===== config.mk =====
export PLATFORM = sky130hd
export DESIGN_NAME = mtbl_search
export DESIGN_NICKNAME = d
export VERILOG_FILES = /design/src/rtl/core/mtbl_pkg.sv /design/src/rtl/core/mtbl_search.sv
export SDC_FILE = /design/constraint.sdc
export NUM_CORES = 1
export LEC_CHECK = 0
export BUFFER_PORTS_ARGS = -buffer_cell sky130_fd_sc_hd__buf_4
export CORE_ASPECT_RATIO = 1.2
export CORE_MARGIN = 2
export CORE_UTILIZATION = 35
export CTS_CLUSTER_SIZE = 20
export DETAILED_ROUTE_END_ITERATION = 12
export GPL_TIMING_DRIVEN = 0
export PLACE_DENSITY_LB_ADDON = 0.25
export SLEW_MARGIN = 10
export SYNTH_ARGS = -nofsm -noshare
export SYNTH_HDL_FRONTEND = slang
export SYNTH_SLANG_ARGS = --single-unit

===== constraint.sdc =====
create_clock -name clk -period 9.7 [get_ports clk]
set_input_delay 1.455 -clock clk [delete_from_list [all_inputs] [get_ports clk]]
set_output_delay 1.455 -clock clk [all_outputs]
set_load 0.02 [all_outputs]

===== src/rtl/core/mtbl_pkg.sv =====
// Shared types and constants for the monotonic table bisection locate block.
// No dependencies.
package mtbl_pkg;

    localparam int VAL_W = 32;
    localparam int IDX_PORT_W = 10;
    localparam int LEN_W = 11;

    localparam logic [LEN_W-1:0] LEN_RESET = 11'd1024;
    localparam logic signed [VAL_W-1:0] NO_DATA_CODE = 32'sh8000_0000;

    typedef enum logic
    {
        OP_WRITE  = 1'b0,
        OP_SEARCH = 1'b1
    } opcode_t;

endpackage


===== src/rtl/core/mtbl_search.sv =====
// Command decode and bisection sequencer; drives the table memory ports.
// Depends on mtbl_pkg.
module mtbl_search #(
    parameter int DEPTH = 1024,
    parameter int AW = 10
) (
    input  logic                                 clk,
    input  logic                                 rst_n,
    input  logic                                 start,
    output logic                                 busy,
    input  mtbl_pkg::opcode_t                    opcode,
    input  logic [mtbl_pkg::IDX_PORT_W-1:0]      entry_index,
    input  logic signed [mtbl_pkg::VAL_W-1:0]    value,
    input  logic [mtbl_pkg::LEN_W-1:0]           length,
    output logic                                 done,
    output logic                                 found,
    output logic [mtbl_pkg::IDX_PORT_W-1:0]      interval_index,
    output logic                                 mem_we,
    output logic [AW-1:0]                        mem_waddr,
    output logic signed [mtbl_pkg::VAL_W-1:0]    mem_wdata,
    output logic                                 mem_re,
    output logic [AW-1:0]                        mem_raddr,
    input  logic signed [mtbl_pkg::VAL_W-1:0]    mem_rdata
);
    import mtbl_pkg::*;

    localparam int CW = (AW + 1 > LEN_W) ? AW + 1 : LEN_W;
    localparam logic [CW-1:0] DEPTH_C = CW'(DEPTH);

    typedef enum logic [2:0]
    {
        IDLE,
        RD_FIRST,
        RD_LAST,
        CHECK,
        BISECT
    } state_t;

    state_t                  state_reg, state_next;
    logic signed [VAL_W-1:0] key_reg, key_next;
    logic signed [VAL_W-1:0] first_reg, first_next;
    logic                    incr_reg, incr_next;
    logic [AW-1:0]           lo_reg, lo_next;
    logic [AW-1:0]           hi_reg, hi_next;
    logic [AW-1:0]           mid_reg, mid_next;
    logic                    done_reg, done_next;
    logic                    found_reg, found_next;
    logic [IDX_PORT_W-1:0]   idx_reg, idx_next;

    logic [CW-1:0] len_ext;
    logic [CW-1:0] eidx_ext;
    logic [AW-1:0] hi_init;
    logic          out_of_range;
    logic          key_gt;
    logic [AW-1:0] lo_b, hi_b;
    logic [AW:0]   sum_c, sum_b;
    logic [CW-1:0] lo_b_ext;

    assign len_ext  = CW'(length);
    assign eidx_ext = CW'(entry_index);
    assign hi_init  = (len_ext >= DEPTH_C) ? AW'(DEPTH - 1) : AW'(len_ext - 1'b1);

    assign sum_c = {1'b0, lo_reg} + {1'b0, hi_reg};

    always_comb
    begin
        key_gt = key_reg > mem_rdata;
        if (incr_reg == key_gt)
        begin
            lo_b = mid_reg;
            hi_b = hi_reg;
        end
        else
        begin
            lo_b = lo_reg;
            hi_b = mid_reg;
        end
        sum_b    = {1'b0, lo_b} + {1'b0, hi_b};
        lo_b_ext = CW'(lo_b);
    end

    assign mem_we    = (state_reg == IDLE) && start && (opcode == OP_WRITE)
                       && (eidx_ext < DEPTH_C);
    assign mem_waddr = eidx_ext[AW-1:0];
    assign mem_wdata = value;

    always_comb
    begin
        state_next   = state_reg;
        key_next     = key_reg;
        first_next   = first_reg;
        incr_next    = incr_reg;
        lo_next      = lo_reg;
        hi_next      = hi_reg;
        mid_next     = mid_reg;
        done_next    = 1'b0;
        found_next   = found_reg;
        idx_next     = idx_reg;
        mem_re       = 1'b0;
        mem_raddr    = '0;
        out_of_range = 1'b0;

        unique case (state_reg)
            IDLE:
            begin
                if (start && (opcode == OP_SEARCH))
                begin
                    key_next = value;
                    lo_next  = '0;
                    hi_next  = hi_init;
                    if ((value == NO_DATA_CODE) || (length == '0))
                    begin
                        done_next  = 1'b1;
                        found_next = 1'b0;
                        idx_next   = '0;
                    end
                    else
                    begin
                        state_next = RD_FIRST;
                    end
                end
            end
            RD_FIRST:
            begin
                mem_re     = 1'b1;
                mem_raddr  = '0;
                state_next = RD_LAST;
            end
            RD_LAST:
            begin
                mem_re     = 1'b1;
                mem_raddr  = hi_reg;
                first_next = mem_rdata;
                state_next = CHECK;
            end
            CHECK:
            begin
                // mem_rdata holds the last entry in use
                incr_next = mem_rdata > first_reg;
                if (mem_rdata > first_reg)
                begin
                    out_of_range = (first_reg > key_reg) || (key_reg > mem_rdata);
                end
                else
                begin
                    out_of_range = (key_reg > first_reg) || (mem_rdata > key_reg);
                end
                if (out_of_range)
                begin
                    done_next  = 1'b1;
                    found_next = 1'b0;
                    idx_next   = '0;
                    state_next = IDLE;
                end
                else if ((hi_reg - lo_reg) <= AW'(1))
                begin
                    done_next  = 1'b1;
                    found_next = 1'b1;
                    idx_next   = '0;
                    state_next = IDLE;
                end
                else
                begin
                    mem_re     = 1'b1;
                    mem_raddr  = sum_c[AW:1];
                    mid_next   = sum_c[AW:1];
                    state_next = BISECT;
                end
            end
            BISECT:
            begin
                lo_next = lo_b;
                hi_next = hi_b;
                if ((hi_b - lo_b) > AW'(1))
                begin
                    mem_re    = 1'b1;
                    mem_raddr = sum_b[AW:1];
                    mid_next  = sum_b[AW:1];
                end
                else
                begin
                    done_next  = 1'b1;
                    found_next = 1'b1;
                    idx_next   = lo_b_ext[IDX_PORT_W-1:0];
                    state_next = IDLE;
                end
            end
            default:
            begin
                state_next = IDLE;
            end
        endcase
    end

    always_ff @(posedge clk or negedge rst_n)
    begin
        if (!rst_n)
        begin
            state_reg <= IDLE;
            done_reg  <= 1'b0;
            found_reg <= 1'b0;
            idx_reg   <= '0;
            key_reg   <= '0;
            first_reg <= '0;
            incr_reg  <= 1'b0;
            lo_reg    <= '0;
            hi_reg    <= '0;
            mid_reg   <= '0;
        end
        else
        begin
            state_reg <= state_next;
            done_reg  <= done_next;
            found_reg <= found_next;
            idx_reg   <= idx_next;
            key_reg   <= key_next;
            first_reg <= first_next;
            incr_reg  <= incr_next;
            lo_reg    <= lo_next;
            hi_reg    <= hi_next;
            mid_reg   <= mid_next;
        end
    end

    assign busy           = (state_reg != IDLE);
    assign done           = done_reg;
    assign found          = found_reg;
    assign interval_index = idx_reg;

    a_no_rw_overlap: assert property (@(posedge clk) disable iff (!rst_n)
        !(mem_we && mem_re))
        else $error("table write and read in the same cycle");

    a_miss_index_zero: assert property (@(posedge clk) disable iff (!rst_n)
        (done && !found) |-> (interval_index == '0))
        else $error("not-found result with nonzero index");

    a_bisect_bracket: assert property (@(posedge clk) disable iff (!rst_n)
        (state_reg == BISECT) |-> ((mid_reg > lo_reg) && (hi_reg > mid_reg)))
        else $error("bisection midpoint outside bracket");

    a_done_after_search: assert property (@(posedge clk) disable iff (!rst_n)
        done |-> ($past(state_reg) != IDLE) || $past(start && (opcode == OP_SEARCH)))
        else $error("result strobe without a search");

endmodule


======== After elaboration in Yosys (flattened, before gate mapping) ========
Index checks and enable logic that the tools add are counted.
storage, ports and cells
  register bits after elaboration ......... 110
  word-level logic and storage cells ...... 103
operators by class
  add/subtract/negate cells ............... 5
  magnitude comparators ................... 9
  equality and inequality tests ........... 14
  mux-type cells .......................... 45
  bitwise operators ....................... 1
  reduce and logical (&&, ||, !) cells .... 19
operator list
  operator                 number
  $gt A32 B32 Y1           5
  $mux W10                 16
  $pmux W10 S2             3
  $pmux W10 S3             2
  $eq A32 B32 Y1 const B   1
  $add A10 B10 Y11         2
  $sub A10 B10 Y10         2
  $mux W1                  15
  $mux W3                  5
  $pmux W3 S5              1
  $ge A11 B11 Y1 const B   1
  $logic_not A11 Y1        1
  $lt A10 B11 Y1 const B   1
  $gt A10 B1 Y1 const B    1
  $le A10 B1 Y1 const B    1
  $ne A2 B2 Y1 const B     5
  $sub A10 B1 Y10 const B  1
  $pmux W1 S3              3
  $eq A3 B2 Y1 const B     2
  $reduce_bool A3 Y1       2
  $reduce_and A5 Y1        1
  $logic_and A1 B1 Y1      4
  $ne A2 B1 Y1 const B     2
  $reduce_and A2 Y1        2
  other kinds (11)         14

======== Depth between registers and ports, before layout ========
  depth in word-level cells ............... 7
  mapped depth ............................ 28

======== Worst setup path after synthesis ========
No wires, ideal clock.
  path kind ............................... input-to-output
  start point ............................. input port mem_rdata[21] in the netlist's numbering
  end point ............................... output port mem_raddr[9]
  arrival time ............................ 6434 ps
  required time ........................... 8245 ps
  path slack .............................. 1811 ps
  stages on the path ...................... 21
  path buffers ............................ 3
  cell sequence ........................... ha_1 a211o_1 a2111oi_4 a211oi_2 or4_1 nand3_2 nor3_2 buf_2 clkbuf_1 a21oi_1 inv_1 fa_1 a21oi_1 nand2b_1 a311oi_1 nor4_1 mux2_2 o211ai_2 buf_4 or4b_1 o211ai_1
on the way
  longest elaborated chain between the ends .. 7
  elaborated cells on any way between the ends .. 16
  classes of those cells .................. 2 x add/sub; 4 x order compare; 1 x eq/ne; 7 x mux; 2 x reduce/logical
RTL lines
  element           RTL line                               RTL
  start, declared   mtbl_search.sv:23                      input logic signed [mtbl_pkg::VAL_W-1:0] mem_rdata
  $gt A32 B32 Y1    mtbl_search.sv:67, mtbl_search.sv:142
  $eq A1 B1 Y1      mtbl_search.sv:68                      if (incr_reg == key_gt)
  $mux W10          mtbl_search.sv:68
  $sub A10 B10 Y10  mtbl_search.sv:174                     if ((hi_b - lo_b) > AW'(1))
  $gt A10 B1 Y1     mtbl_search.sv:174
  $mux W10          mtbl_search.sv:174
  $pmux W10 S3 (*)  mtbl_search.sv:103                     unique case (state_reg)
  end, declared     mtbl_search.sv:22                      output logic [AW-1:0] mem_raddr,
Every way passes the cells marked *; elsewhere a longest branch is shown, timed or not. The select of a mux whose other input is x is not followed.

======== Worst setup path after layout ========
  start point ............................. input port mem_rdata[31] in the netlist's numbering
  end point ............................... output port mem_raddr[4]
Same word-level chain as after synthesis.

==> results.md <==
* Drt wl/cell at approximately 18 um
* Crit share post-route at 94.7%
* Worst Tran Pin Value at 0.737 ns
* Worst r2r src: key_reg[15]
* Commonest non-fill, non-tap cell in the layout: buf_4
* Residual DRC at 0
* Sequential Power Share at 16.7%
* Yosys cell types at 76
* Reg-to-reg slack, setup at 3.13 ns
* Die area at 28600 um2
* Post-synthesis xor/xnor area fraction at 2.66%
* Mapped Nets at 1392
* Post-synthesis mux area share at less than 1%
* Clock Skew at 0.0138 ns
* Antenna violations before repair at 0
* Total congestion overflow at 0
* Rel. slew slack at 50.3%
* NetSw at 2530 uW
* Worst vdd ir at ~0.23 mV
* Final setup TNS at 0 ns
* Worst path slowest cell: or4_1
* Simple-gate share of the synthesized area at 17.6%
* Initial DRC Count at around 520
* PD cells at a little over 400 nW/um2
* CP arrival at 7.73 ns
* Clk Tree Root Cell: clkbuf_16
* Clock Sinks at 110
* Worst path required time at 8.25 ns
* Diode count at 0
* Internal at 2210 uW
* Setup crit start: mem_rdata[31]
* Clock latency on the worst-skew pair at 0.37 ns
* Register bit total from synthesis at 110
* Mapped Area at 9540 um2
* HPWL Detailed at between 20000 and 25000 um
* End of the worst register-to-register path: mid_reg[4]
* Core Util, Final at a little over two fifths
* Yosys warning count at 0
* Main combinational cell family by area after synthesis: compound AO/OA/AOI/OAI gates
* Total CTS buffers at 9
* RSZ-0062 raised after global routing: false
* I/O Pins at 156
* Routability Congestion at 0.903
* Peak Freq at 109 MHz
* Final min period at between 9 and 10 ns
* Crit end category: output pin
* Most frequent cells in the layout: 187 x buf_4, 133 x ha_1, 127 x nand2_1
* Top FF cell, synth: dfrtp_1
* Syn avg cell area at 8.18 um2
* Final Hold Fails at 0
* Adder-cell share of the synthesized area at 18.3%
* I/O Buffers at 145
* Leak at 0.00541 uW
* Routed WL at slightly below 30000 um
* Status: finished, final reports clean
* Clock share of power at approximately 8.7%
* Fin nets at around 1500
* Detailed Routing Iterations Pass 1 at 5
* Number of flops mapped to enable cells by yosys at 0
* Vias after detailed routing at 8978
* Die width at approximately 150 um
* Pin count of the biggest net entering global routing at 61
* FP Rows at 66
* Startpoint class of the critical path: input port
* Die height at 185 um
* Mapped Cells at 1166
* Via density at 5.39
* Routed Antenna Nets at 0
* Hold WS at 0.517 ns
* FF-to-FF path depth at 24
* CP dominant cell by count: buf_4
* Area after DPL at 11100 um2
* Hold Path Class: flop to flop
* CORE AREA at 27000 um2
* Clk buf depth at 2
* Comb power frac at approximately three quarters
* Fraction of layout cells with a size suffix above 1 at 18.5%
* Initial Utilization at 35.3%
* Clk slew on worst S/H paths at 0.09 ns
* CTS tree: done
* Post-synthesis sequential area ratio at just under 30%
* P&R area growth vs syn at 19.5%
* Switching Share at a little over half
* Vias in the first global route at between 8000 and 9000
* Type of the worst setup path: input port to output pin
* Final setup viols at 0
* Asr flop ratio synth at 100%
* Clock H-tree levels at 3
* CP peak stage delay at 0.56 ns
* Post-synthesis compound-gate area fraction at 21.9%
* Aggregate global-route resource usage at 20.8%
* PnR Total Power at 4730 uW
* Highest fanout seen on the critical path at 19
* First-pass GRT wire length at 46600 um
* Fin area at roughly 11000 um2
* Max Cap Viol at 0
* CP endpoint: mem_raddr[4]
* Slew Viols, Final at 0
==> cells in the mapped netlist (all sizes together) (3+ instances only) <==
cell type	count	area, um2
ha	133	1660
nand2	127	477
inv	126	473
o21ai	122	611
dfrtp	110	2750
a21oi	66	334
nor2	64	240
buf	50	354
clkbuf	35	131
nand3	29	150
nor3	28	145
nand4	21	131
o211ai	19	153
xnor2	17	149
a21o	16	120
nor4	14	87.6
nand2b	13	81.3
a31o	12	105
o22ai	12	75.1
xor2	12	105
o221ai	11	96.3
a211oi	10	80.1
a31oi	10	75.1
o21bai	10	75.1
or3	9	56.3
and2	8	50.1
or2	7	43.8
and3	6	37.5
nor2b	6	37.5
a221oi	4	41.3
fa	4	80.1
mux2	4	45.0
nor3b	4	30.0
or4	4	30.0
a2111oi	3	45.1
a211o	3	26.3
nand3b	3	22.5
o2111ai	3	26.3
o21a	3	22.5
==> layer usage <==
metal	vias up	GRT usage [%]	share of wire (%)
li1	4396	-	-
met5	-	0	0
met4	0	7.41	2.7
met3	38	3.04	5.2
met2	265	37.1	49
met1	4279	25.5	43
==> power by group through the flow <==
stage          registers [uW]  logic, uW  clock network, uW
4_1_cts                   792       3520                419
3_5_place_dp              800       3490                  0
5_1_grt                   817       3970                436
2_1_floorplan             766       2540                  0
6_report                  791       3530                413
3_3_place_gp              796       3450                  0
==> cell type report <==
cell class / instances / area (um2)
plain buffers: 84 / 483
clock buffers: 9 / 225
clock inverters: 7 / 90.1
fillers: 2740 / 15600
inverters: 126 / 473
multi-input cells: 845 / 5840
flip-flops and latches: 110 / 2750
well taps: 340 / 425
repair buffers: 146 / 1120
==> through the flow <==
stage          setup WS (ns)  cells
5_1_grt               0.0832   1667
3_5_place_dp          0.0690   1652
2_1_floorplan           1.81   1166
6_report               0.515   1667
3_3_place_gp          0.0888   1651
4_1_cts               0.0515   1668
==> logic make-up (layout without fill, tap and decap cells) <==
logic type                 after synthesis  count (layout)
buffers and inverters                  211             372
muxes                                    6               6
DFF                                    110             110
xor gates and xnor gates                29              29
and+or+nand+nor                        349             349
AOI/OAI and AO/OA                      324             324
adders and majority gates              137             137
==> worst min path at each step <==
stage / startpoint / end / slack (ns) / cells after the start
after floorplan: lo_reg[3] / lo_reg[3] / 0.50 / 2
after global placement: interval_index[3] / interval_index[3] / 0.51 / 1
after detailed placement: interval_index[0] / interval_index[0] / 0.50 / 1
after CTS: interval_index[3] / interval_index[3] / 0.52 / 1
after global routing: interval_index[3] / interval_index[3] / 0.53 / 1
final: interval_index[3] / interval_index[3] / 0.52 / 1
==> critical path: cells and delay by family <==
kind	cells	cell delay [ns]
buffers and inverters	8	1.66
AO/OA/AOI/OAI	6	1.52
multiplexers	1	0.40
AND/OR/NAND/NOR	9	1.95
adder cells (fa/ha/maj)	2	0.70
==> timing repair <==
item	in CTS	in global routing
hold buffers	0	0
setup endpoints to repair	0	11
buffers inserted	0	0
resized for setup	0	3
Power figures use the tool's default switching activity.
